<file path="config.mk">
export PLATFORM = sky130hd
export DESIGN_NAME = hss_out_fifo
export DESIGN_NICKNAME = d
export VERILOG_FILES = /design/src/hw/rtl/hss_pkg.sv /design/src/hw/rtl/hss_out_fifo.sv
export SDC_FILE = /design/constraint.sdc
export NUM_CORES = 1
export LEC_CHECK = 0
export BUFFER_PORTS_ARGS = -buffer_cell sky130_fd_sc_hd__buf_2
export CAP_MARGIN = 20
export CORE_ASPECT_RATIO = 0.7
export CORE_MARGIN = 2
export CORE_UTILIZATION = 57
export CTS_BUF_LIST = sky130_fd_sc_hd__clkbuf_16
export DETAILED_ROUTE_END_ITERATION = 16
export PLACE_DENSITY = 0.79
export SYNTH_ARGS = -nofsm -noshare
export SYNTH_HDL_FRONTEND = slang
export SYNTH_SLANG_ARGS = --single-unit
</file>
<file path="constraint.sdc">
create_clock -name clk -period 3.7 [get_ports clk]
set_input_delay 0.74 -clock clk [delete_from_list [all_inputs] [get_ports clk]]
set_output_delay 0.74 -clock clk [all_outputs]
set_load 0.02 [all_outputs]
</file>
<file path="src/hw/rtl/hss_pkg.sv">
// Shared constants and types for the heat stencil sweep block.
`default_nettype none
package hss_pkg;

	localparam int ACC_BITS  = 48;	// heat sum width
	localparam int CFG_BITS  = 9;	// size field of a config register
	localparam int OUT_DEPTH = 4;	// result queue entries
	localparam int OCC_W     = 3;	// holds 0..OUT_DEPTH

	typedef enum logic {
		REG_COLS = 1'b0,
		REG_ROWS = 1'b1
	} reg_idx_t;

endpackage
`default_nettype wire

</file>
<file path="src/hw/rtl/hss_out_fifo.sv">
// Small result queue between the stencil pipeline and the result channel.
`default_nettype none
module hss_out_fifo #(
	parameter int WIDTH = 81
) (
	input  wire logic                      clk,
	input  wire logic                      arst_n,
	input  wire logic                      push,
	input  wire logic [WIDTH-1:0]          push_data,
	input  wire logic                      pop,
	output logic                           valid,
	output logic      [WIDTH-1:0]          data,
	output logic      [hss_pkg::OCC_W-1:0] count
);
	import hss_pkg::*;

	localparam int PTR_W = $clog2(OUT_DEPTH);

	logic [WIDTH-1:0] mem_q [OUT_DEPTH];
	logic [PTR_W-1:0] wr_ptr_q;
	logic [PTR_W-1:0] rd_ptr_q;
	logic [OCC_W-1:0] cnt_q;
	logic             do_pop;

	assign do_pop = pop & valid;
	assign valid  = cnt_q != '0;
	assign data   = mem_q[rd_ptr_q];
	assign count  = cnt_q;

	always_ff @(posedge clk) begin
		if (push) begin
			mem_q[wr_ptr_q] <= push_data;
		end
	end

	always_ff @(posedge clk or negedge arst_n) begin
		if (!arst_n) begin
			wr_ptr_q <= '0;
			rd_ptr_q <= '0;
			cnt_q    <= '0;
		end else begin
			if (push) begin
				wr_ptr_q <= wr_ptr_q + PTR_W'(1);
			end
			if (do_pop) begin
				rd_ptr_q <= rd_ptr_q + PTR_W'(1);
			end
			if (push && !do_pop) begin
				cnt_q <= cnt_q + OCC_W'(1);
			end else if (!push && do_pop) begin
				cnt_q <= cnt_q - OCC_W'(1);
			end
		end
	end

endmodule
`default_nettype wire

</file>
Yosys cells after proc, flatten, opt, wreduce, memory -nomap -nowiden

Memories as Yosys holds them, arrays and structs flattened.
Index checks and enable logic that the tools add are counted.

Register bits: 7
Bits in writable memories: 324
Bits of input ports: 85
Output and inout port bits: 85
Word-level logic and storage cells: 19
Memories: 1

Add/sub/neg operators: 4
Muxes and demuxes: 4
Bitwise operators: 1
Reductions and logical operators: 6

Memories:

| name  | words | bits a word | read ports | clocked after memory_dff | write ports | line               | source |
|---|---|---|---|---|---|---|---|
| mem_q | 4     | 81          | 1          | 0                        | 1           | hss_out_fifo.sv:19 | `logic [WIDTH-1:0] mem_q [OUT_DEPTH];` |

Operators by type and width:

| operator            | count |
|---|---|
| $mux 3              | 2 |
| $add 2x1->2 const B | 2 |
| $add 3x1->3 const B | 1 |
| $reduce_bool 3->1   | 1 |
| $sub 3x1->3 const B | 1 |
| $logic_and 1x1->1   | 2 |
| $logic_not 1->1     | 2 |
| $mux 1              | 2 |
| $reduce_bool 2->1   | 1 |
| $and 1x1->1         | 1 |

Depth between registers and ports, before layout

Gate-level depths: netlist of the first run.

Depth in word-level cells: 5
Gate-level depth with buffers: 8

Least setup slack after synthesis of the first run

No wires, ideal clock.

Path kind: input to register
Start: in push
End: mem mem_q[0][0], enable pin
Setup time: 0.448 ns
Data arrival time: 2.625 ns
Setup slack: 0.627 ns
Cell stages on the path: 1
Cells stage by stage: and2_1

Word-level cells in the longest chain between the ends: 2

Ends and longest elaborated chain:

| what                         | line               | source |
|---|---|---|
| from (decl)                  | hss_out_fifo.sv:8  | `input wire logic push,` |
| $mux 1                       | hss_out_fifo.sv:31 | `if (push) begin` |
| $mux 1 (implied by the code) | hss_out_fifo.sv:32 | `mem_q[wr_ptr_q] <= push_data;` |
| to (decl)                    | hss_out_fifo.sv:19 |  |

No other way between the ends.

Final worst setup path of the first run

Start: reg rd_ptr_q[0]
End: out data[11]

Word-level cells in the longest chain between the ends: 1

Ends and longest elaborated chain:

| what                   | line               | source |
|---|---|---|
| from (decl)            | hss_out_fifo.sv:21 | `logic [PTR_W-1:0] rd_ptr_q;` |
| from (signal assigned) | hss_out_fifo.sv:46 | `rd_ptr_q <= rd_ptr_q + PTR_W'(1);` |
| $mem_v2 4x81           | -                  |  |
| to (decl)              | hss_out_fifo.sv:12 | `output logic [WIDTH-1:0] data,` |

No other way between the ends.

==> results of run 1 <==
metal layers:
layer	up-vias	GRT usage, %
met3	43	5.74
met5	-	0
li1	2349	-
met2	197	32.0
met4	4	4.87
met1	2780	27.1
how the worst min path moves through the flow:
stage	endpoint	slack [ns]	start
after floorplan	count[0]	0.44	arst_n
after global placement	count[2]	0.47	count[2]
after detailed placement	count[2]	0.51	count[2]
after CTS	count[0]	0.01	arst_n
after global routing	count[0]	0.03	arst_n
final	count[0]	0.03	arst_n
flip-flops by register name, summed over array words and instances (netlist names):
| name | cells |
|---|---|
| mem_q | 324 |
| rd_ptr_q | 2 |
| count | 3 |
| wr_ptr_q | 2 |
metrics by stage:
stage / total power, uW / hold WS, ns / instance area [um2]
finish: 11700 / 0.0331 / 14200
global route: 12200 / 0.0292 / 14200
detailed placement: 8990 / 0.512 / 13300
global placement: 8890 / 0.467 / 13300
CTS: 11900 / 0.0134 / 14200
floorplan: 7830 / 0.444 / 12100
power groups by stage:
| stage | clock network, uW | logic, uW | registers (uW) |
|---|---|---|---|
| final | 2860 | 3650 | 5200 |
| after global routing | 3050 | 3920 | 5280 |
| after CTS | 2910 | 3720 | 5220 |
| after detailed placement | 0 | 3700 | 5290 |
| after global placement | 0 | 3660 | 5230 |
| after floorplan | 0 | 2670 | 5160 |
placed cells by master, fill, tap and decap left out, drive strengths merged, types with 2 or more instances in the layout:
cell      n
clkbuf   29
edfxtp  324
nand2     2
dfrtp     7
ha        5
xor2      3
buf     177
mux4     81
diode     5
xnor2     3
and2      4
bufinv    3
inv       5
clkinv   18
logic make-up after synthesis:
family,count (synthesis),synth area share (%)
flip-flops,331,82.0
multiplexers,82,15.2
buffers and inverters,21,1.27
AND/OR/NAND/NOR,9,0.393
XOR/XNOR,6,0.435
adder cells (fa/ha/maj),6,0.684
AO/OA/AOI/OAI,1,0.0414
worst max-delay path, cell delays in order, from the launching register on:
cell	delay [ns]
dfrtp_4	0.79
buf_12	0.33
mux4_2	0.59
buf_2	0.18
layout make-up:
cell class                      count  area [um2]
Tap cell                          276         345
Clock inverter                     23         176
Timing Repair Buffer              177         993
Multi-Input combinational cell    104        2030
Inverter                            3        11.3
Antenna cell                        5        12.5
Clock buffer                       29         726
Sequential cell                   331        9910
Fill cell                        1265        6550
==> qor.txt, run 1 <==
Synth async-reset ratio - 2.11%
DPL Wire Length - 12.9 mm
Met2 Routed Length - 10.4 mm
post-cts sizing count - 0
total routed wirelength - 21.4 mm
Vias - 5373
row cnt - 44
PortBufs - 169
CTS tree - built
Reg-to-Reg End - count[2]
DIE WIDTH - 178 um
Tmin final - 3.17 ns
arrival time worst endpoint - 2.43 ns
M1 WL - 8.66 mm
gr usage total - 19.8%
total grt overflow - 0
CTS Hold Bufs - 0
Sw Share - 31.2%
combinational power share - 31.1%
crit start category - flop
status - finished, final reports clean
Initial DRC Count - 416
reg-to-reg startpoint - count[0]
# IOs - 170
post-synthesis sequential area ratio - 82.0%
fin worst setup slack - 0.526 ns
max_cap viols - 0
Max Freq - 315 MHz
Critical Path Sink - data[11]
CTS Buffer Depth - 3
met3 wire length - 1.85 mm
vias in the first global route - 5772
RD Place Congestion - 0.726
final hold vios - 0
max-slew violations - 0
Post-route DRC - 0
Flop pwr share - 44.4%
share of cells above drive strength 1 - 45.4%
Setup Fix Bufs, Post-CTS - 0
final setup TNS - 0 ns
Hold WC Path Type - in2async
Tightest Pin Transition - 0.558 ns
synth warn - 0
final cell count without fillers - 948
RSZ-0062 raised after global routing - no
CP max FO - 31
clock power share - 24.5%
final core utilization - 68.5%
skew final - 0.00696 ns
Max-slew headroom - 62.8%
Final ANT Viol Nets - 0
area leader, netlist - edfxtp_1
PD cells - 824 nW/um2
initial antenna violation count - 5
DR vias/cell - 5.67
Syn Std Cell Area - 12100 um2
DIE HEIGHT - 126 um
Worst-path clk slew - 0.07 ns
Crit. Startpoint - rd_ptr_q[0]
# nets final - 737
Seq cells post-synth - 331
switching power - 3650 uW
Clock H-tree levels - 1
VDD IR max - 521 uV
Setup violations, final - 0
ys flop type - edfxtp_1
Post-synth EDFFs - 324
CTS Root Cell - clkbuf_16
most common cell in the netlist - edfxtp_1
top sig layer - met5
Req. time, crit path - 2.96 ns
top cells by count, synth - edfxtp_1, mux4_2, buf_2
crit end category - output pin
CTS Sinks - 331
Internal - 8060 uW
R2R setup slack - 1.58 ns
Num CTS Buffers - 29
Syn Inst Count - 456
DP Cell Count - 891
Leakage - 0.00487 uW
clock latency on the worst-skew pair - 0.53 ns
Register-to-Register Path Depth - 8
mean post-synth cell area - 26.5 um2
drt pass-1 iters - 4
Synth cell types - 18
Initial Util - 58.2%
area fraction of the dominant cell type after synthesis - 80.5%
area of the die - 22400 um2
area grow syn2layout - 17.6%
Core ar. - 20800 um2
largest net degree at the start of global routing - 53
first-pass GRT wire length - 33.2 mm
syn nets - 547
Synth area leaders - edfxtp_1, mux4_2, dfrtp_1
Final Cycle Share - 85.8%
Routed WL per cell - 22.6 um
Setup Crit Path Kind - reg2out
pre-CTS worst setup slack - 1.02 ns
Note: power is estimated with default switching activity, not from simulation.
==> run 2: changes to the inputs <==
--- a/config.mk
+++ b/config.mk
@@ -5,14 +5,15 @@
 export SDC_FILE = /design/constraint.sdc
 export NUM_CORES = 1
 export LEC_CHECK = 0
+export ABC_AREA = 1
 export BUFFER_PORTS_ARGS = -buffer_cell sky130_fd_sc_hd__buf_2
 export CAP_MARGIN = 20
 export CORE_ASPECT_RATIO = 0.7
 export CORE_MARGIN = 2
-export CORE_UTILIZATION = 57
+export CORE_UTILIZATION = 58
 export CTS_BUF_LIST = sky130_fd_sc_hd__clkbuf_16
 export DETAILED_ROUTE_END_ITERATION = 16
-export PLACE_DENSITY = 0.79
+export PLACE_DENSITY = 0.8
 export SYNTH_ARGS = -nofsm -noshare
 export SYNTH_HDL_FRONTEND = slang
 export SYNTH_SLANG_ARGS = --single-unit
==> run 2 against run 1 <==
Cell count up 59%. Count of clock-buffer cells in the layout increased by 2. Critical path depth is 2 higher. Largest power group unchanged. Critical path type unchanged. Via count grew 45%. First-iteration DRC count up 19%. Fmax rose by 5.1%. Highest routed layer unchanged.
==> qor.txt, run 2 <==
crit start category - flop
area grow syn2layout - 14.8%
CTS Hold Bufs - 0
arrival time worst endpoint - 2.28 ns
Setup violations, final - 0
most common cell in the netlist - edfxtp_1
most common cell after layout, fill and taps aside - edfxtp_1
Synth area leaders - edfxtp_1, o211ai_2, nand2_1
PD cells - 830 nW/um2
Setup Fix Bufs, Post-CTS - 0
clock power share - 23.4%
Tmin final - 3.02 ns
Vias - 7798
met3 Use GR - 4.64%
synth warn - 0
Synth cell types - 21
Crit. Startpoint - rd_ptr_q[0]
Crit path buffers/inverters - 3
VDD IR max - 530 uV
RSZ-0062 raised after global routing - no
max-slew violations - 0
Hold WC Path Type - in2async
DR vias/cell - 5.18
Reg-to-Reg End - mem_q[0][40]
crit end category - output pin
skew final - 0.00967 ns
CTS Root Cell - clkbuf_16
# fillers - 1611
max_cap viols - 0
Biggest register - mem_q
Routed WL per cell - 16.8 um
syn nets - 1089
CTS Sinks - 331
hold_ws - 0.0188 ns
total routed wirelength - 25.3 mm
area fraction of the dominant cell type after synthesis - 70.1%
Syn Std Cell Area - 13900 um2
Largest register FFs - 324
# IOs - 170
Max Freq - 331 MHz
PortBufs - 169
met2 Track Usage GR - 33.1%
RD Place Congestion - 0.724
Core ar. - 23600 um2
Req. time, crit path - 2.96 ns
Sw Share - 37.8%
vias in the first global route - 7456
DIE WIDTH - 189 um
CP max FO - 74
Worst-path clk slew - 0.07 ns
DPL Wire Length - 15.2 mm
final core utilization - 67.5%
ys flop type - edfxtp_1
final setup TNS - 0 ns
row cnt - 47
reg-to-reg startpoint - wr_ptr_q[0]
initial antenna violation count - 3
area leader, netlist - edfxtp_1
area of the die - 25200 um2
combinational power share - 37.8%
crit-path cells - clkinv_8 -> buf_4 -> o211ai_1 -> nand2_1 -> buf_2
Clock H-tree levels - 1
Final Cycle Share - 81.6%
Seq cells post-synth - 331
Post-synth EDFFs - 324
drt pass-1 iters - 6
first-pass GRT wire length - 39.7 mm
gr usage total - 20.2%
Levels on crit path - 5
status - finished, final reports clean
# nets final - 1251
post-synthesis sequential area ratio - 71.4%
DIE HEIGHT - 133 um
R2R setup slack - 1.78 ns
final hold vios - 0
Internal - 8230 uW
Syn Inst Count - 998
CTS tree - built
busiest layer in global routing - met2
switching power - 4990 uW
CP max-delay cell - dfrtp_1
Flop pwr share - 38.8%
Synth async-reset ratio - 2.11%
Register-to-Register Path Depth - 5
post-cts sizing count - 0
CTS Buffer Depth - 3
Critical Path Sink - data[7]
clock latency on the worst-skew pair - 0.55 ns
Setup Crit Path Kind - reg2out
Post-route DRC - 0
slowest cell delay on critical path - 0.49 ns
top cells by count, synth - edfxtp_1, nand2_1, inv_1
Num CTS Buffers - 30
mean post-synth cell area - 13.9 um2
Tightest Pin Transition - 0.795 ns
share of cells above drive strength 1 - 29.8%
Final ANT Viol Nets - 0
met1 usage - 28.1%
largest net degree at the start of global routing - 78
highest-count cells in the layout ignoring fill and taps - edfxtp_1, nand2_1, buf_2
total grt overflow - 0
Leakage - 0.00654 uW
CP top delay family - buffers and inverters
Initial DRC Count - 494
Initial Util - 58.8%
Max-slew headroom - 47.0%
==> run 2: cell types whose count changed after synthesis, moves of 4 or more <==
cell / previous run / this run
and2_1: 4 / 0
buf_2: 9 / 14
buf_6: 8 / 28
clkbuf_1: 0 / 9
inv_1: 3 / 160
inv_2: 0 / 13
mux4_2: 81 / 0
nand2_1: 2 / 263
o211ai_1: 0 / 53
o211ai_2: 0 / 109
==> run 2: layout make-up <==
cell class                      instances  area, um2  share of cell area [%]
Inverter                              175        679                    4.27
Sequential cell                       331       9910                    62.2
Tap cell                              318        398                    2.50
Clock inverter                         24        220                    1.38
Multi-Input combinational cell        439       2880                    18.1
Antenna cell                            3       7.51                  0.0472
Timing Repair Buffer                  183       1050                    6.60
Clock buffer                           31        776                    4.87
==> run 2: worst min-delay path by stage <==
stage,from,endpoint,cells after the start
after floorplan,arst_n,count[0],0
after global placement,count[2],count[2],2
after detailed placement,count[2],count[2],2
after CTS,arst_n,rd_ptr_q[0],1
after global routing,arst_n,rd_ptr_q[0],1
final,arst_n,count[2],1
==> run 2: kinds of logic (layout without fill, tap and decap cells) <==
family	Yosys count	in the layout	synth area share [%]
compound gates	163	163	12.7
xor+xnor	2	2	0.126
fa+ha+maj	6	6	0.595
buf+inv	228	413	7.83
flops	331	331	71.4
other cells	0	3	0
simple gates	268	268	7.30
==> run 2: through the flow <==
stage          instance area, um2  total power, uW  instances  worst slack (ns)
6_report                    15900            13200       1504             0.680
5_1_grt                     15900            13900       1501             0.555
4_1_cts                     15900            13300       1501             0.668
3_5_place_dp                14900            10200       1446              1.27
3_3_place_gp                14900            10100       1446              1.30
2_1_floorplan               13900             8930        998              1.37
==> run 2: power by group through the flow <==
stage | Clock, uW | Sequential (uW) | Combinational, uW
6_report | 3100 | 5120 | 5000
5_1_grt | 3300 | 5180 | 5460
4_1_cts | 3150 | 5130 | 5060
3_5_place_dp | 0 | 5200 | 5040
3_3_place_gp | 0 | 5170 | 4960
2_1_floorplan | 0 | 5180 | 3750
==> run 2: metal layers <==
metal  vias to the layer above  wire length (um)
met1                      3719             11000
met4                         2               403
met3                        32              1900
met5                         -                13
met2                       235             12000
li1                       3810                 -
==> run 2: worst register-to-register path, delay by kind of cell, from the launching register on <==
kind	cells	cell delay (ns)
adder cells (fa/ha/maj)	1	0.19
buffers and inverters	3	0.96
flip-flops	1	0.42
AND/OR/NAND/NOR	1	0.08
